### src/rtl/core/yuyv_luma_nearest_downscaler_unit_macros.svh
// Assertion macros shared by the downscaler RTL.
// Included by files that check their own logic; empty when SYNTHESIS is set.
`ifndef YUYV_LUMA_NEAREST_DOWNSCALER_UNIT_MACROS_SVH
`define YUYV_LUMA_NEAREST_DOWNSCALER_UNIT_MACROS_SVH
`ifndef SYNTHESIS
`define YDN_ASSERT_IMP(label, clk, rst, ante, cons) \
  label: assert property (@(posedge clk) disable iff (rst) (ante) |-> (cons)) \
    else $error("same-cycle check failed");
`define YDN_ASSERT_NXT(label, clk, rst, ante, cons) \
  label: assert property (@(posedge clk) disable iff (rst) (ante) |=> (cons)) \
    else $error("next-cycle check failed");
`else
`define YDN_ASSERT_IMP(label, clk, rst, ante, cons)
`define YDN_ASSERT_NXT(label, clk, rst, ante, cons)
`endif
`endif

### src/rtl/core/ydn_pkg.sv
// Shared sizes, widths, register codes and bundle types for the downscaler.
// No dependencies.
package ydn_pkg;

  localparam int MAX_SOURCE_SIZE = 4096;
  localparam int MAX_TARGET_SIZE = 512;

  localparam int SRC_W = $clog2(MAX_SOURCE_SIZE + 1);
  localparam int TGT_W = $clog2(MAX_TARGET_SIZE + 1);
  localparam int POS_W = $clog2(MAX_SOURCE_SIZE);
  localparam int DST_W = TGT_W;
  localparam int ACC_W = SRC_W + TGT_W - 1;
  localparam int CFG_W = (SRC_W > TGT_W) ? SRC_W : TGT_W;
  localparam int BYTE_W = 8;

  localparam logic [BYTE_W-1:0] LUMA_BIAS = BYTE_W'(128);

  localparam logic [SRC_W-1:0] SRC_MAX = SRC_W'(MAX_SOURCE_SIZE);
  localparam logic [TGT_W-1:0] TGT_MAX = TGT_W'(MAX_TARGET_SIZE);

  localparam logic [SRC_W-1:0] RST_SOURCE_WIDTH  = SRC_W'(640);
  localparam logic [SRC_W-1:0] RST_SOURCE_HEIGHT = SRC_W'(480);
  localparam logic [TGT_W-1:0] RST_TARGET_WIDTH  = TGT_W'(96);
  localparam logic [TGT_W-1:0] RST_TARGET_HEIGHT = TGT_W'(96);

  typedef enum logic [1:0] {
    REG_SOURCE_WIDTH  = 2'd0,
    REG_SOURCE_HEIGHT = 2'd1,
    REG_TARGET_WIDTH  = 2'd2,
    REG_TARGET_HEIGHT = 2'd3
  } cfg_reg_t;

  typedef struct packed {
    logic [SRC_W-1:0] sw;
    logic [SRC_W-1:0] sh;
    logic [TGT_W-1:0] tw;
    logic [TGT_W-1:0] th;
  } sizes_t;

  typedef struct packed {
    logic hit;
    logic row_end;
    logic frame_end;
  } pick_t;

  typedef struct packed {
    logic [BYTE_W-1:0] sample;
    logic              row_end;
    logic              frame_end;
  } result_t;

endpackage

### src/rtl/core/yuyv_luma_nearest_downscaler_unit.sv
// Top level of the YUYV luma nearest-neighbor downscaler.
// Depends on ydn_pkg, ydn_cfg, ydn_track and ydn_oreg.
//
// channel   | direction | handshake                       | payload
// ----------+-----------+---------------------------------+-------------------------------
// s_axis    | in        | s_axis_tvalid / s_axis_tready   | tdata: stream_byte
// m_axis    | out       | m_axis_tvalid / m_axis_tready   | tdata: sample, tlast: row_end,
//           |           |                                 | tuser: frame_end
// cfg       | in        | cfg_we (no wait)                | cfg_index, cfg_data
//
// One input item per cycle while s_axis_tready is high; kept luma items go out registered.
// The skid stage behind the result register keeps s_axis_tready high while one result waits.
// rst (synchronous) and every size write restart the frame at the origin; no clearing pass.
// A stalled m_axis drops s_axis_tready only once both result slots are full.
module yuyv_luma_nearest_downscaler_unit (
  input  logic                        clk,
  input  logic                        rst,
  input  logic                        s_axis_tvalid,
  output logic                        s_axis_tready,
  input  logic [ydn_pkg::BYTE_W-1:0]  s_axis_tdata,  // [7:0] stream_byte
  output logic                        m_axis_tvalid,
  input  logic                        m_axis_tready,
  output logic [ydn_pkg::BYTE_W-1:0]  m_axis_tdata,  // [7:0] sample
  output logic                        m_axis_tlast,
  output logic                        m_axis_tuser,  // [0] frame_end
  input  logic                        cfg_we,
  input  logic [1:0]                  cfg_index,
  input  logic [ydn_pkg::CFG_W-1:0]   cfg_data
);

  ydn_pkg::sizes_t  sizes;
  ydn_pkg::pick_t   pick;
  ydn_pkg::result_t push_data;
  ydn_pkg::result_t out_data;
  logic             restart;
  logic             take;
  logic             room;

  assign s_axis_tready = room;
  assign take          = s_axis_tvalid && room;

  ydn_cfg u_cfg (
    .clk       (clk),
    .rst       (rst),
    .cfg_we    (cfg_we),
    .cfg_index (ydn_pkg::cfg_reg_t'(cfg_index)),
    .cfg_data  (cfg_data),
    .sizes     (sizes),
    .restart   (restart)
  );

  ydn_track u_track (
    .clk     (clk),
    .rst     (rst),
    .take    (take),
    .restart (restart),
    .sizes   (sizes),
    .pick    (pick)
  );

  always_comb begin
    push_data.sample    = s_axis_tdata ^ ydn_pkg::LUMA_BIAS;
    push_data.row_end   = pick.row_end;
    push_data.frame_end = pick.frame_end;
  end

  ydn_oreg u_oreg (
    .clk       (clk),
    .rst       (rst),
    .push      (pick.hit),
    .push_data (push_data),
    .room      (room),
    .out_valid (m_axis_tvalid),
    .out_ready (m_axis_tready),
    .out_data  (out_data)
  );

  assign m_axis_tdata = out_data.sample;
  assign m_axis_tlast = out_data.row_end;
  assign m_axis_tuser = out_data.frame_end;

endmodule

### src/rtl/core/ydn_cfg.sv
// Size registers with clamping to the effective frame and output sizes.
// Depends on ydn_pkg.
module ydn_cfg (
  input  logic                       clk,
  input  logic                       rst,
  input  logic                       cfg_we,
  input  ydn_pkg::cfg_reg_t          cfg_index,
  input  logic [ydn_pkg::CFG_W-1:0]  cfg_data,
  output ydn_pkg::sizes_t            sizes,
  output logic                       restart
);

  logic [ydn_pkg::SRC_W-1:0] source_width;
  logic [ydn_pkg::SRC_W-1:0] source_height;
  logic [ydn_pkg::TGT_W-1:0] target_width;
  logic [ydn_pkg::TGT_W-1:0] target_height;

  logic [ydn_pkg::TGT_W-1:0] tw_lim;
  logic [ydn_pkg::TGT_W-1:0] th_lim;

  always_ff @(posedge clk) begin
    if (rst) begin
      source_width  <= ydn_pkg::RST_SOURCE_WIDTH;
      source_height <= ydn_pkg::RST_SOURCE_HEIGHT;
      target_width  <= ydn_pkg::RST_TARGET_WIDTH;
      target_height <= ydn_pkg::RST_TARGET_HEIGHT;
    end else if (cfg_we) begin
      unique case (cfg_index)
        ydn_pkg::REG_SOURCE_WIDTH:  source_width  <= cfg_data[ydn_pkg::SRC_W-1:0];
        ydn_pkg::REG_SOURCE_HEIGHT: source_height <= cfg_data[ydn_pkg::SRC_W-1:0];
        ydn_pkg::REG_TARGET_WIDTH:  target_width  <= cfg_data[ydn_pkg::TGT_W-1:0];
        ydn_pkg::REG_TARGET_HEIGHT: target_height <= cfg_data[ydn_pkg::TGT_W-1:0];
        default: ;
      endcase
    end
  end

  always_comb begin
    if (source_width == '0) sizes.sw = ydn_pkg::SRC_W'(1);
    else if (source_width > ydn_pkg::SRC_MAX) sizes.sw = ydn_pkg::SRC_MAX;
    else sizes.sw = source_width;

    if (source_height == '0) sizes.sh = ydn_pkg::SRC_W'(1);
    else if (source_height > ydn_pkg::SRC_MAX) sizes.sh = ydn_pkg::SRC_MAX;
    else sizes.sh = source_height;

    if (target_width == '0) tw_lim = ydn_pkg::TGT_W'(1);
    else if (target_width > ydn_pkg::TGT_MAX) tw_lim = ydn_pkg::TGT_MAX;
    else tw_lim = target_width;

    if (target_height == '0) th_lim = ydn_pkg::TGT_W'(1);
    else if (target_height > ydn_pkg::TGT_MAX) th_lim = ydn_pkg::TGT_MAX;
    else th_lim = target_height;

    if (ydn_pkg::SRC_W'(tw_lim) > sizes.sw) sizes.tw = sizes.sw[ydn_pkg::TGT_W-1:0];
    else sizes.tw = tw_lim;

    if (ydn_pkg::SRC_W'(th_lim) > sizes.sh) sizes.th = sizes.sh[ydn_pkg::TGT_W-1:0];
    else sizes.th = th_lim;
  end

  assign restart = cfg_we;

endmodule

### src/rtl/core/ydn_track.sv
// Source and target position tracking with add-and-compare accumulators.
// Decides per luma item whether it is kept. Depends on ydn_pkg and the macros header.
`include "yuyv_luma_nearest_downscaler_unit_macros.svh"

module ydn_track (
  input  logic            clk,
  input  logic            rst,
  input  logic            take,
  input  logic            restart,
  input  ydn_pkg::sizes_t sizes,
  output ydn_pkg::pick_t  pick
);

  logic                      phase;
  logic [ydn_pkg::POS_W-1:0] src_col;
  logic [ydn_pkg::POS_W-1:0] src_line;
  logic [ydn_pkg::DST_W-1:0] dst_col;
  logic [ydn_pkg::DST_W-1:0] dst_line;
  logic [ydn_pkg::ACC_W-1:0] col_want;
  logic [ydn_pkg::ACC_W-1:0] col_seen;
  logic [ydn_pkg::ACC_W-1:0] line_want;
  logic [ydn_pkg::ACC_W-1:0] line_seen;

  logic                      phase_next;
  logic [ydn_pkg::POS_W-1:0] src_col_next;
  logic [ydn_pkg::POS_W-1:0] src_line_next;
  logic [ydn_pkg::DST_W-1:0] dst_col_next;
  logic [ydn_pkg::DST_W-1:0] dst_line_next;
  logic [ydn_pkg::ACC_W-1:0] col_want_next;
  logic [ydn_pkg::ACC_W-1:0] col_seen_next;
  logic [ydn_pkg::ACC_W-1:0] line_want_next;
  logic [ydn_pkg::ACC_W-1:0] line_seen_next;

  logic                      col_hit;
  logic                      line_hit;
  logic [ydn_pkg::SRC_W-1:0] col_inc;
  logic [ydn_pkg::SRC_W-1:0] line_inc;

  always_comb begin
    col_hit = (dst_col < sizes.tw) && (col_seen <= col_want) &&
              (col_want < col_seen + ydn_pkg::ACC_W'(sizes.tw));
    line_hit = (dst_line < sizes.th) && (line_seen <= line_want) &&
               (line_want < line_seen + ydn_pkg::ACC_W'(sizes.th));

    pick.hit       = take && !phase && col_hit && line_hit;
    pick.row_end   = (dst_col + ydn_pkg::DST_W'(1)) == sizes.tw;
    pick.frame_end = pick.row_end && ((dst_line + ydn_pkg::DST_W'(1)) == sizes.th);

    col_inc  = ydn_pkg::SRC_W'(src_col) + ydn_pkg::SRC_W'(1);
    line_inc = ydn_pkg::SRC_W'(src_line) + ydn_pkg::SRC_W'(1);

    phase_next     = phase;
    src_col_next   = src_col;
    src_line_next  = src_line;
    dst_col_next   = dst_col;
    dst_line_next  = dst_line;
    col_want_next  = col_want;
    col_seen_next  = col_seen;
    line_want_next = line_want;
    line_seen_next = line_seen;

    if (take) begin
      if (!phase) begin
        phase_next = 1'b1;
      end else begin
        phase_next = 1'b0;
        if (col_hit) begin
          dst_col_next  = dst_col + ydn_pkg::DST_W'(1);
          col_want_next = col_want + ydn_pkg::ACC_W'(sizes.sw);
        end
        if (col_inc >= sizes.sw) begin
          src_col_next  = '0;
          col_seen_next = '0;
          dst_col_next  = '0;
          col_want_next = '0;
          if (line_hit) begin
            dst_line_next  = dst_line + ydn_pkg::DST_W'(1);
            line_want_next = line_want + ydn_pkg::ACC_W'(sizes.sh);
          end
          if (line_inc >= sizes.sh) begin
            src_line_next  = '0;
            line_seen_next = '0;
            dst_line_next  = '0;
            line_want_next = '0;
          end else begin
            src_line_next  = line_inc[ydn_pkg::POS_W-1:0];
            line_seen_next = line_seen + ydn_pkg::ACC_W'(sizes.th);
          end
        end else begin
          src_col_next  = col_inc[ydn_pkg::POS_W-1:0];
          col_seen_next = col_seen + ydn_pkg::ACC_W'(sizes.tw);
        end
      end
    end
  end

  always_ff @(posedge clk) begin
    if (rst || restart) begin
      phase     <= 1'b0;
      src_col   <= '0;
      src_line  <= '0;
      dst_col   <= '0;
      dst_line  <= '0;
      col_want  <= '0;
      col_seen  <= '0;
      line_want <= '0;
      line_seen <= '0;
    end else begin
      phase     <= phase_next;
      src_col   <= src_col_next;
      src_line  <= src_line_next;
      dst_col   <= dst_col_next;
      dst_line  <= dst_line_next;
      col_want  <= col_want_next;
      col_seen  <= col_seen_next;
      line_want <= line_want_next;
      line_seen <= line_seen_next;
    end
  end

  `YDN_ASSERT_IMP(a_dst_col_bound, clk, rst, 1'b1, dst_col <= sizes.tw)
  `YDN_ASSERT_IMP(a_dst_line_bound, clk, rst, 1'b1, dst_line <= sizes.th)
  `YDN_ASSERT_NXT(a_luma_then_chroma, clk, rst, take && !phase && !restart, phase)

endmodule

### src/rtl/core/ydn_oreg.sv
// Result register with a skid stage so input stays open while a result waits.
// Depends on ydn_pkg and the macros header.
`include "yuyv_luma_nearest_downscaler_unit_macros.svh"

module ydn_oreg (
  input  logic              clk,
  input  logic              rst,
  input  logic              push,
  input  ydn_pkg::result_t  push_data,
  output logic              room,
  output logic              out_valid,
  input  logic              out_ready,
  output ydn_pkg::result_t  out_data
);

  logic             main_valid;
  logic             skid_valid;
  ydn_pkg::result_t main_data;
  ydn_pkg::result_t skid_data;
  logic             pop;

  assign pop       = main_valid && out_ready;
  assign room      = !skid_valid;
  assign out_valid = main_valid;
  assign out_data  = main_data;

  always_ff @(posedge clk) begin
    if (rst) begin
      main_valid <= 1'b0;
      skid_valid <= 1'b0;
    end else if (!main_valid || pop) begin
      if (skid_valid) begin
        main_valid <= 1'b1;
        skid_valid <= 1'b0;
      end else begin
        main_valid <= push;
      end
    end else if (push) begin
      skid_valid <= 1'b1;
    end
  end

  always_ff @(posedge clk) begin
    if (!main_valid || pop) begin
      main_data <= skid_valid ? skid_data : push_data;
    end else if (push) begin
      skid_data <= push_data;
    end
  end

  `YDN_ASSERT_IMP(a_skid_needs_main, clk, rst, skid_valid, main_valid)
  `YDN_ASSERT_NXT(a_stall_fills_skid, clk, rst, main_valid && !out_ready && push, skid_valid)
  `YDN_ASSERT_NXT(a_skid_moves_up, clk, rst, skid_valid && out_ready, main_valid && !skid_valid)

endmodule
### config.mk
export PLATFORM = sky130hd
export DESIGN_NAME = yuyv_luma_nearest_downscaler_unit
export DESIGN_NICKNAME = d
export VERILOG_FILES = /design/src/rtl/core/ydn_pkg.sv /design/src/rtl/core/yuyv_luma_nearest_downscaler_unit.sv /design/src/rtl/core/ydn_cfg.sv /design/src/rtl/core/ydn_track.sv /design/src/rtl/core/ydn_oreg.sv
export VERILOG_INCLUDE_DIRS = /design/src /design/src/rtl/core
export SDC_FILE = /design/constraint.sdc
export NUM_CORES = 1
export LEC_CHECK = 0
export BUFFER_PORTS_ARGS = -buffer_cell sky130_fd_sc_hd__buf_2
export CAP_MARGIN = 20
export CORE_MARGIN = 2
export CORE_UTILIZATION = 35
export DETAILED_ROUTE_END_ITERATION = 7
export PLACE_DENSITY = 0.46
export SLEW_MARGIN = 25
export SYNTH_ARGS = -nofsm -noshare
export SYNTH_HDL_FRONTEND = slang
export SYNTH_SLANG_ARGS = --single-unit
### constraint.sdc
create_clock -name clk -period 20.2 [get_ports clk]
set_input_delay 1.01 -clock clk [delete_from_list [all_inputs] [get_ports clk]]
set_output_delay 1.01 -clock clk [all_outputs]
set_load 0.01 [all_outputs]
==> results.sh, run 1 <==
export IMPL_status="finished clean"
export IMPL_ys_flop_type="dfxtp_1"
export IMPL_die_width_um=209
export IMPL_finalSetupTns_ps=0
export IMPL_tightestPinTransition_ps=1030
export IMPL_hold_class="register to register"
export IMPL_powerDensity_nw_per_um2=61.5
export IMPL_arrival_ps=8990
export IMPL_worstHoldStart="u_cfg.target_height[7]$_SDFFE_PP0P_"
export IMPL_min_path_cells=2
export IMPL_fin_skew_ps=26.0
export IMPL_grt_start_max_net_pins=51
export IMPL_syn_avg_cell_area_um2=8.18
export IMPL_initial_utilization_pct=35.7
export IMPL_io_buffers=39
export IMPL_path_max_fanout=26
export IMPL_clk_latency_ps=570
export IMPL_vias=12688
export IMPL_synth_seq_cells=201
export IMPL_cts_htree_levels=1
export IMPL_fin_crit_ps=8510
export IMPL_nets=2045
export IMPL_first_pass_iters=5
export IMPL_cts_buffer_depth=3
export IMPL_dpl_hpwl_um=33000
export IMPL_path_class="register to register"
export IMPL_clkPwrFrac_pct=49.4
export IMPL_synth_area_um2=14700
export IMPL_hold_end="u_cfg.target_height[7]$_SDFFE_PP0P_"
export IMPL_slowest_stage="a2111oi_0"
export IMPL_cp_common_cell="a21oi_1"
export IMPL_setup_viol=0
export IMPL_grt_pass1_wl_um=69100
export IMPL_timing_final_max_slew_violations=0
export IMPL_fin_crit_sh_pct=42.1
export IMPL_grt_pass1_vias=11984
export IMPL_yosys_area_top_type="dfxtp_1"
export IMPL_ant_nets=0
export IMPL_cp_num_buf_inv=2
export IMPL_cp_end_kind="register"
export IMPL_power_internal_mw=0.740
export IMPL_required_ps=20680
export IMPL_cts_sinks=201
export IMPL_synthCells=1791
export IMPL_grt_ovfl_total=0
export IMPL_clkSlewWorstSetupHoldPaths_ps=60
export IMPL_drc=0
export IMPL_power_frac_comb_pct=9.3
export IMPL_cpPeakStageDelay_ps=800
export IMPL_rsz0062_at_grt="false"
export IMPL_core_area_um2=41100
export IMPL_yosys_warnings=0
export IMPL_synthToLayoutAreaGrowth_pct=11.3
export IMPL_ir_drop_uv=60.7
export IMPL_ys_types=68
export IMPL_num_rows=74
export IMPL_power_frac_seq_pct=41.4
export IMPL_switchingPower_mw=0.263
export IMPL_async_flop_share_pct=0
export IMPL_cts_resized=0
export IMPL_max_freq_mhz=118
export IMPL_seq_area_frac_synth_pct=28.8
export IMPL_slew_headroom_pct=30.7
export IMPL_place_gp_congestion=0.820
export IMPL_groute_usage_overall_pct=19.8
export IMPL_hold_buffers=0
export IMPL_hold_viol=0
export IMPL_die_h_um=209
export IMPL_post_cts_buffers=0
export IMPL_cp_top_family="compound AO/OA/AOI/OAI gates"
export IMPL_syn_nets=2025
export IMPL_yosys_area_top_type_share_pct=24.7
export IMPL_synth_edf_count=20
export IMPL_reg2reg_from="u_cfg.source_width[12]$_SDFFE_PP0P_"
export IMPL_timing_rr_end="u_track.col_want[19]$_SDFFE_PP0P_"
export IMPL_numCtsBuffers=27
export IMPL_cap_violations=0
export IMPL_whs_ps=476
export IMPL_cts_tree="built"
export IMPL_synth_top_cells_by_area="dfxtp_1 (25%), ha_1 (17%), nand2_1 (5.6%), a21oi_1 (5.0%), edfxtp_1 (4.1%)"
export IMPL_start_kind="register"
export IMPL_drive_above_1_share_pct=7.17
export IMPL_p_sw_share_pct=26.2
export IMPL_p_leak_nw=7.14
export IMPL_wirelength_um=43600
export IMPL_antenna_found_initial=0
export IMPL_reg2reg_slack_ps=11690
export IMPL_diodes=0
export IMPL_critical_path_depth=27
export IMPL_cts_root_buffer="clkbuf_16"
export IMPL_routedWlPerCell_um=18.5
export IMPL_io_pins=40
export IMPL_dieArea_um2=43500
export IMPL_n_fill_cell=4257
export IMPL_drt_initial_drc_count=690
export IMPL_via_per_inst=5.38
export IMPL_rr_worst_depth=27
export IMPL_crit_start="u_cfg.source_width[12]$_SDFFE_PP0P_"
[stage by stage]
step | area (µm²) | worst slack (ps) | power (mW) | utilization [%] | instances
after global routing | 16300 | 11010 | 1.04 | 39.7 | 2360
after global placement | 15400 | 11650 | 0.516 | 37.4 | 2314
after detailed placement | 15400 | 11660 | 0.517 | 37.5 | 2314
final | 16300 | 11690 | 1.00 | 39.7 | 2360
after CTS | 16300 | 11510 | 1.02 | 39.7 | 2360
after floorplan | 14700 | 13340 | 0.484 | - | 1791
[power groups by stage]
stage                     clock, mW  combinational, mW  sequential, mW
after global routing          0.523              0.105           0.415
after floorplan                   0             0.0614           0.422
after detailed placement          0             0.0930           0.424
after CTS                     0.510             0.0936           0.415
final                         0.495             0.0931           0.415
after global placement            0             0.0926           0.423
[how the worst max path moves through the flow]
stage | end
CTS | u_track.col_want[19]$_SDFFE_PP0P_
detailed placement | u_track.col_want[19]$_SDFFE_PP0P_
floorplan | u_track.line_want[16]$_SDFFE_PP0P_
global route | u_track.col_want[19]$_SDFFE_PP0P_
global placement | u_track.col_want[19]$_SDFFE_PP0P_
finish | u_track.col_want[19]$_SDFFE_PP0P_
[placed cells by master (no fill, tap or decap), types with 6 or more instances in the layout]
| master | netlist | routed |
|---|---|---|
| a2111oi_0 | 6 | 6 |
| a211oi_1 | 15 | 15 |
| a21o_1 | 44 | 44 |
| a21oi_1 | 146 | 146 |
| a22o_1 | 19 | 19 |
| a22oi_1 | 14 | 14 |
| a31oi_1 | 18 | 17 |
| and2_1 | 9 | 8 |
| and3_1 | 36 | 36 |
| buf_2 | 7 | 39 |
| buf_4 | 0 | 14 |
| clkbuf_16 | 0 | 27 |
| dfxtp_1 | 181 | 181 |
| edfxtp_1 | 20 | 20 |
| ha_1 | 202 | 202 |
| inv_1 | 113 | 113 |
| mux2_2 | 15 | 15 |
| mux2i_1 | 18 | 18 |
| nand2_1 | 220 | 220 |
| nand2b_1 | 9 | 9 |
| nand3_1 | 47 | 47 |
| nand3b_1 | 29 | 29 |
| nand4_1 | 24 | 24 |
| nor2_1 | 116 | 112 |
| nor2b_1 | 32 | 32 |
| nor3_1 | 32 | 32 |
| nor4_1 | 17 | 17 |
| o211ai_1 | 8 | 8 |
| o21a_1 | 9 | 9 |
| o21ai_0 | 100 | 100 |
| o21bai_1 | 8 | 8 |
| o31ai_1 | 13 | 13 |
| or2_2 | 9 | 9 |
| or3_1 | 13 | 13 |
| or4_1 | 6 | 6 |
| xnor2_1 | 67 | 67 |
| xor2_1 | 48 | 48 |
[logic make-up (layout without fill, tap and decap cells)]
kind of cell | count (synthesis) | after routing | synth area share, %
mux | 33 | 33 | 2.38
compound gates | 446 | 446 | 19.2
flops | 201 | 201 | 28.8
fa+ha+maj | 206 | 206 | 17.8
xor+xnor | 115 | 115 | 6.87
simple gates | 615 | 615 | 20.4
buf+inv | 175 | 212 | 4.59
[area by class of cell]
cell class,count,area [µm²],area share [%]
Clock buffer,33,738,4.53
Inverter,113,424,2.60
Timing Repair Buffer,53,300,1.84
Clock inverter,13,165,1.01
Sequential cell,201,4220,25.9
Multi-Input combinational cell,1415,9790,60.0
Tap cell,532,666,4.08
[sequential cells by signal, indices dropped and copies added, names as in the netlist]
signal               count
u_track.col_seen        22
u_track.col_want        22
u_track.line_seen       22
u_track.line_want       22
u_cfg.source_height     13
u_cfg.source_width      13
u_track.src_col         12
u_track.src_line        12
u_cfg.target_height     10
u_cfg.target_width      10
u_oreg.out_data         10
u_oreg.skid_data        10
u_track.dst_col         10
u_track.dst_line        10
u_oreg.out_valid         1
u_oreg.skid_valid        1
u_track.phase            1
[Yosys cell counts (44+ instances only)]
library cell	number
a21oi_1	146
dfxtp_1	181
xnor2_1	67
o21ai_0	100
nand3_1	47
a21o_1	44
clkbuf_1	53
ha_1	202
inv_1	113
nor2_1	116
xor2_1	48
nand2_1	220
[tightest hold or removal path, cell delays in order (launching register included)]
cell     delay [ps]
dfxtp_1         320
nand2_1          50
a21oi_1          50
[layer usage]
layer  up-vias  part of all wire, %  GRT usage, %
met5         -                    0             0
met4         0                  1.4          3.72
met3        36                  4.4          2.49
met2       239                   43          30.8
met1      5935                   51          29.3
li1       6478                    -             -
(Power assumes the default switching activity.)
==> run 2: changes to the inputs <==
Clock period 20.2 ns to 8.2 ns, I/O delays scaled along.
==> run 2 against run 1 <==
Against the previous run: clock power grew 140%; global-route usage grew 0.13 points; fmax grew 10%; final cell count grew 0.55%; power grew 140%; first-iteration DRC count grew 3.8%; sequential cell count is the same; worst hold slack lost 420 ps; design area grew 0.46%.
==> results.sh, run 2 (synthesis gave the netlist of run 1 again) <==
export IMPL_grt_pass1_wl_um=69200
export IMPL_start_kind="register"
export IMPL_fin_crit_sh_pct=94.4
export IMPL_core_area_um2=41100
export IMPL_tightestPinTransition_ps=1070
export IMPL_routedWlPerCell_um=18.4
export IMPL_ant_nets=0
export IMPL_post_cts_buffers=0
export IMPL_first_pass_iters=5
export IMPL_slew_headroom_pct=28.2
export IMPL_drc=0
export IMPL_place_area_um2=15500
export IMPL_hold_viol=0
export IMPL_cp_end_kind="register"
export IMPL_cts_tree="built"
export IMPL_hold_buffers=0
export IMPL_path_max_fanout=13
export IMPL_clk_latency_ps=570
export IMPL_stdcell_area_um2=16400
export IMPL_grt_start_max_net_pins=51
export IMPL_io_buffers=39
export IMPL_cts_resized=0
export IMPL_initial_utilization_pct=35.7
export IMPL_slowest_stage="or4_1"
export IMPL_cpPeakStageDelay_ps=560
export IMPL_via_per_inst=5.34
export IMPL_setup_viol=0
export IMPL_status="finished clean"
export IMPL_groute_usage_overall_pct=19.9
export IMPL_cp_top_family="compound AO/OA/AOI/OAI gates"
export IMPL_dieArea_um2=43500
export IMPL_diodes=0
export IMPL_preCtsSetupSlack_ps=179
export IMPL_drt_initial_drc_count=716
export IMPL_layout_common_cells="nand2_1 (220), ha_1 (202), dfxtp_1 (181)"
export IMPL_required_ps=8650
export IMPL_cts_buffer_depth=3
export IMPL_die_width_um=209
export IMPL_cts_sinks=201
export IMPL_place_gp_congestion=0.860
export IMPL_powerDensity_nw_per_um2=150
export IMPL_num_rows=74
export IMPL_finalSetupTns_ps=0
export IMPL_grt_pass1_vias=12365
export IMPL_hold_class="primary input to register"
export IMPL_arrival_ps=8190
export IMPL_nets=2055
export IMPL_drive_above_1_share_pct=8.15
export IMPL_p_leak_nw=7.17
export IMPL_fin_crit_ps=7740
export IMPL_numCtsBuffers=27
export IMPL_dpl_hpwl_um=33000
export IMPL_synthToLayoutAreaGrowth_pct=11.8
export IMPL_cp_num_buf_inv=2
export IMPL_fin_skew_ps=25.0
export IMPL_cap_violations=0
export IMPL_clkSlewWorstSetupHoldPaths_ps=60
export IMPL_vias=12672
export IMPL_grt_ovfl_total=0
export IMPL_rsz0062_at_grt="false"
export IMPL_ir_drop_uv=142
export IMPL_cts_htree_levels=1
export IMPL_max_freq_mhz=129
export IMPL_path_class="register to register"
export IMPL_final_common_cell="nand2_1"
export IMPL_antenna_found_initial=0
export IMPL_timing_final_max_slew_violations=0
export IMPL_wirelength_um=43600
export IMPL_die_h_um=209
export IMPL_cts_root_buffer="clkbuf_16"
export IMPL_setup_ws_ps=463
export IMPL_p_total_mw=2.45
export IMPL_cp_common_cell="ha_1"
export IMPL_io_pins=40
run 2: where the power goes:
group | internal, mW | switching, mW | total, mW
Clock | 0.717 | 0.480 | 1.20
Combinational | 0.0833 | 0.153 | 0.236
Sequential | 1.01 | 0.0118 | 1.02
run 2: worst register-to-register path, stage by stage, from the launching register on:
cell and delay, ps:
dfxtp_1 360, inv_1 310, nand2_1 200, ha_1 330, o21ai_0 170, a21oi_1 70
o31a_1 260, o41ai_2 290, buf_4 250, mux2_2 390, ha_1 220, fa_1 410
a21o_1 200, a21oi_1 230, o21bai_1 140, a2111o_1 460, a31oi_1 250, o31ai_1 230
and3_1 270, xnor2_1 180, ha_1 260, nor2b_1 130, o21ai_0 170, o2111ai_1 130
or4_1 560, a21o_1 350, nor4b_1 430, mux2_2 380
run 2: layer usage:
metal  vias to the layer above  part of all wire, %  GRT usage, %
li1                       6486                    -             -
met2                       186                   43          31.6
met4                         0                  1.2          3.65
met5                         -                    0             0
met3                        40                  4.3          2.68
met1                      5960                   51          28.9
run 2: path summary, 6_finish.rpt:
path / slack, ps / cells after the start / to / start
max: 460 / 27 / u_track.line_want[16]$_SDFFE_PP0P_ / u_cfg.source_height[12]$_SDFFE_PP0P_
min: 60 / 1 / u_oreg.skid_data[2]$_DFFE_PP_ / s_axis_tdata[0]
max reg2reg: 460 / 27 / u_track.line_want[16]$_SDFFE_PP0P_ / u_cfg.source_height[12]$_SDFFE_PP0P_
min reg2reg: 470 / 2 / u_cfg.target_height[0]$_SDFFE_PP0P_ / u_cfg.target_height[0]$_SDFFE_PP0P_
run 2: metrics by stage:
step                hold WS [ps]  util [%]  instances
global route                37.3      39.9       2373
detailed placement           464      37.6       2324
finish                      58.2      39.9       2373
CTS                         32.8      39.8       2373
floorplan                    436         -       1791
global placement             460      37.6       2324
run 2: area by class of cell:
class,count,area [µm²]
inverters,113,428
flip-flops and latches,201,4220
well taps,532,666
multi-input cells,1415,9810
clock inverters,11,105
clock buffers,38,777
repair buffers,63,375
fillers,4294,24700
==> run 3: changes to the inputs <==
--- a/config.mk
+++ b/config.mk
@@ -8,2 +8,3 @@
 export LEC_CHECK = 0
+export ABC_AREA = 1
 export BUFFER_PORTS_ARGS = -buffer_cell sky130_fd_sc_hd__buf_2
==> constraint.sdc (replaced) <==
create_clock -name clk -period 8.2 [get_ports clk]
set_input_delay 0.82 -clock clk [delete_from_list [all_inputs] [get_ports clk]]
set_output_delay 0.82 -clock clk [all_outputs]
set_load 0.01 [all_outputs]
==> run 3 against run 2 <==
Against the previous run: critical path depth up 9; synthesized area increased by 8.3%; sequential cell count unchanged; power is 2.5% higher; sequential power about the same; critical path type unchanged.
==> results.sh, run 3 <==
export IMPL_wirelength_um=49600
export IMPL_start_kind="register"
export IMPL_first_pass_iters=8
export IMPL_slowest_stage="dfxtp_1"
export IMPL_rsz0062_at_grt="false"
export IMPL_grt_start_max_net_pins=81
export IMPL_rr_worst_depth=36
export IMPL_whs_ps=468
export IMPL_ir_drop_uv=148
export IMPL_yosys_warnings=0
export IMPL_cp_common_cell="nand2_1"
export IMPL_fin_skew_ps=15.3
export IMPL_yosys_area_top_type_share_pct=22.8
export IMPL_ant_nets=0
export IMPL_die_width_um=217
export IMPL_routedWlPerCell_um=16.8
export IMPL_groute_usage_overall_pct=21.1
export IMPL_cts_resized=0
export IMPL_vias=14931
export IMPL_clk_latency_ps=560
export IMPL_ys_flop_type="dfxtp_1"
export IMPL_nets=2575
export IMPL_synthToLayoutAreaGrowth_pct=10.1
export IMPL_hold_end="u_oreg.skid_data[4]$_DFFE_PP_"
export IMPL_powerDensity_nw_per_um2=144
export IMPL_hold_viol=0
export IMPL_place_gp_congestion=0.877
export IMPL_p_total_mw=2.51
export IMPL_timing_final_max_slew_violations=0
export IMPL_cts_root_buffer="clkbuf_16"
export IMPL_timing_rr_end="u_track.line_want[4]$_SDFFE_PP0P_"
export IMPL_drive_above_1_share_pct=6.15
export IMPL_dpl_hpwl_um=38400
export IMPL_final_common_cell="nand2_1"
export IMPL_antenna_found_initial=0
export IMPL_synth_seq_cells=201
export IMPL_max_freq_mhz=136
export IMPL_cts_buffer_depth=3
export IMPL_drc=0
export IMPL_worstHoldStart="s_axis_tdata[2]"
export IMPL_syn_avg_cell_area_um2=6.87
export IMPL_reg2reg_from="u_cfg.source_height[12]$_SDFFE_PP0P_"
export IMPL_yosys_area_top_type="dfxtp_1"
export IMPL_clkSlewWorstSetupHoldPaths_ps=60
export IMPL_io_buffers=39
export IMPL_synth_area_um2=15900
export IMPL_grt_pass1_vias=14526
export IMPL_p_leak_nw=8.01
export IMPL_slew_headroom_pct=40.4
export IMPL_synth_edf_count=20
export IMPL_arrival_ps=7760
export IMPL_fin_crit_sh_pct=89.6
export IMPL_cts_htree_levels=1
export IMPL_numCtsBuffers=27
export IMPL_drt_initial_drc_count=859
export IMPL_ys_types=55
export IMPL_path_max_fanout=23
export IMPL_syn_nets=2547
export IMPL_final_util_pct=38.8
export IMPL_io_pins=40
export IMPL_finalSetupTns_ps=0
export IMPL_die_h_um=217
export IMPL_grt_ovfl_total=0
export IMPL_via_per_inst=5.05
export IMPL_async_flop_share_pct=0
export IMPL_hold_buffers=0
export IMPL_min_path_cells=1
export IMPL_setup_viol=0
export IMPL_required_ps=8620
export IMPL_tightestPinTransition_ps=885
export IMPL_synth_top_cells_by_area="dfxtp_1 (23%), ha_1 (16%), nand2_1 (12%), a21oi_1 (7.1%), inv_1 (7.1%)"
export IMPL_fin_cells=2959
export IMPL_cts_tree="built"
export IMPL_yosysMostFrequentCell="nand2_1"
export IMPL_layout_common_cells="nand2_1 (493), inv_1 (299), a21oi_1 (225)"
export IMPL_cp_end_kind="register"
export IMPL_hold_class="primary input to register"
export IMPL_reg2reg_slack_ps=850
export IMPL_grt_pass1_wl_um=79400
export IMPL_initial_utilization_pct=35.2
export IMPL_synthCells=2313
export IMPL_core_area_um2=45100
export IMPL_dp_cells=2912
export IMPL_cpPeakStageDelay_ps=580
export IMPL_post_cts_buffers=0
export IMPL_cts_sinks=201
export IMPL_num_rows=78
export IMPL_status="finished clean"
export IMPL_cap_violations=0
export IMPL_path_class="register to register"
export IMPL_dieArea_um2=47100
export IMPL_diodes=0
export IMPL_seq_area_frac_synth_pct=26.6
export IMPL_yosys_top_cells_count="nand2_1 (494), inv_1 (299), a21oi_1 (225)"
export IMPL_fin_crit_ps=7350
## run 3: critical path: cells and delay by family, from the launching register on
family / cells / cell delay [ps]
XOR/XNOR: 1 / 190
AND/OR/NAND/NOR: 22 / 3520
flip-flops: 1 / 580
buffers and inverters: 2 / 140
adder cells (fa/ha/maj): 4 / 1380
AO/OA/AOI/OAI: 7 / 1380
## run 3: area by class of cell
| type | count | area (µm²) |
|---|---|---|
| inverter | 306 | 1150 |
| clock buffer | 39 | 751 |
| fill | 4908 | 27600 |
| clock inverter | 8 | 40.0 |
| sequential | 201 | 4220 |
| timing repair buffer | 54 | 312 |
| multi-input combinational | 1751 | 10300 |
| tap | 600 | 751 |
## run 3: how the worst max path moves through the flow
stage                                         startpoint                                 to  slack (ps)
floorplan            u_cfg.target_height[4]$_SDFFE_PP0P_      u_oreg.skid_data[0]$_DFFE_PP_        2390
global placement    u_cfg.source_height[12]$_SDFFE_PP0P_  u_track.line_want[3]$_SDFFE_PP0P_        1040
detailed placement  u_cfg.source_height[12]$_SDFFE_PP0P_  u_track.line_want[4]$_SDFFE_PP0P_         860
CTS                 u_cfg.source_height[12]$_SDFFE_PP0P_  u_track.line_want[4]$_SDFFE_PP0P_         820
global route        u_cfg.source_height[12]$_SDFFE_PP0P_  u_track.line_want[3]$_SDFFE_PP0P_         100
finish              u_cfg.source_height[12]$_SDFFE_PP0P_  u_track.line_want[4]$_SDFFE_PP0P_         850
## run 3: stage by stage
stage | instance area (µm²) | worst slack (ps)
2_1_floorplan | 15900 | 2390
3_3_place_gp | 16700 | 1040
3_5_place_dp | 16700 | 858
4_1_cts | 17500 | 824
5_1_grt | 17500 | 103
6_report | 17500 | 854
## run 3: cell families (layout without fill, tap and decap cells)
kind of cell	Yosys count	after routing	synth area share, %
simple gates	1027	1027	28.2
buf+inv	361	407	8.87
xor+xnor	98	98	5.41
fa+ha+maj	206	206	16.4
compound gates	420	420	14.5
flops	201	201	26.6
## run 3: report_power, final
| group | internal (mW) | switching (mW) | total [mW] |
|---|---|---|---|
| clock | 0.628 | 0.464 | 1.09 |
| combinational | 0.119 | 0.275 | 0.395 |
| sequential | 1.01 | 0.0129 | 1.03 |
| total | 1.76 | 0.753 | 2.51 |
## run 3: layer usage
metal | share of wire, % | vias up | wire (µm) | global-route usage, %
li1 | - | 7763 | - | -
met1 | 47 | 6875 | 23500 | 28.0
met2 | 47 | 231 | 23300 | 36.4
met3 | 3.4 | 62 | 1670 | 2.64
met4 | 2.3 | 0 | 1160 | 4.91
met5 | 0 | - | 0 | 0
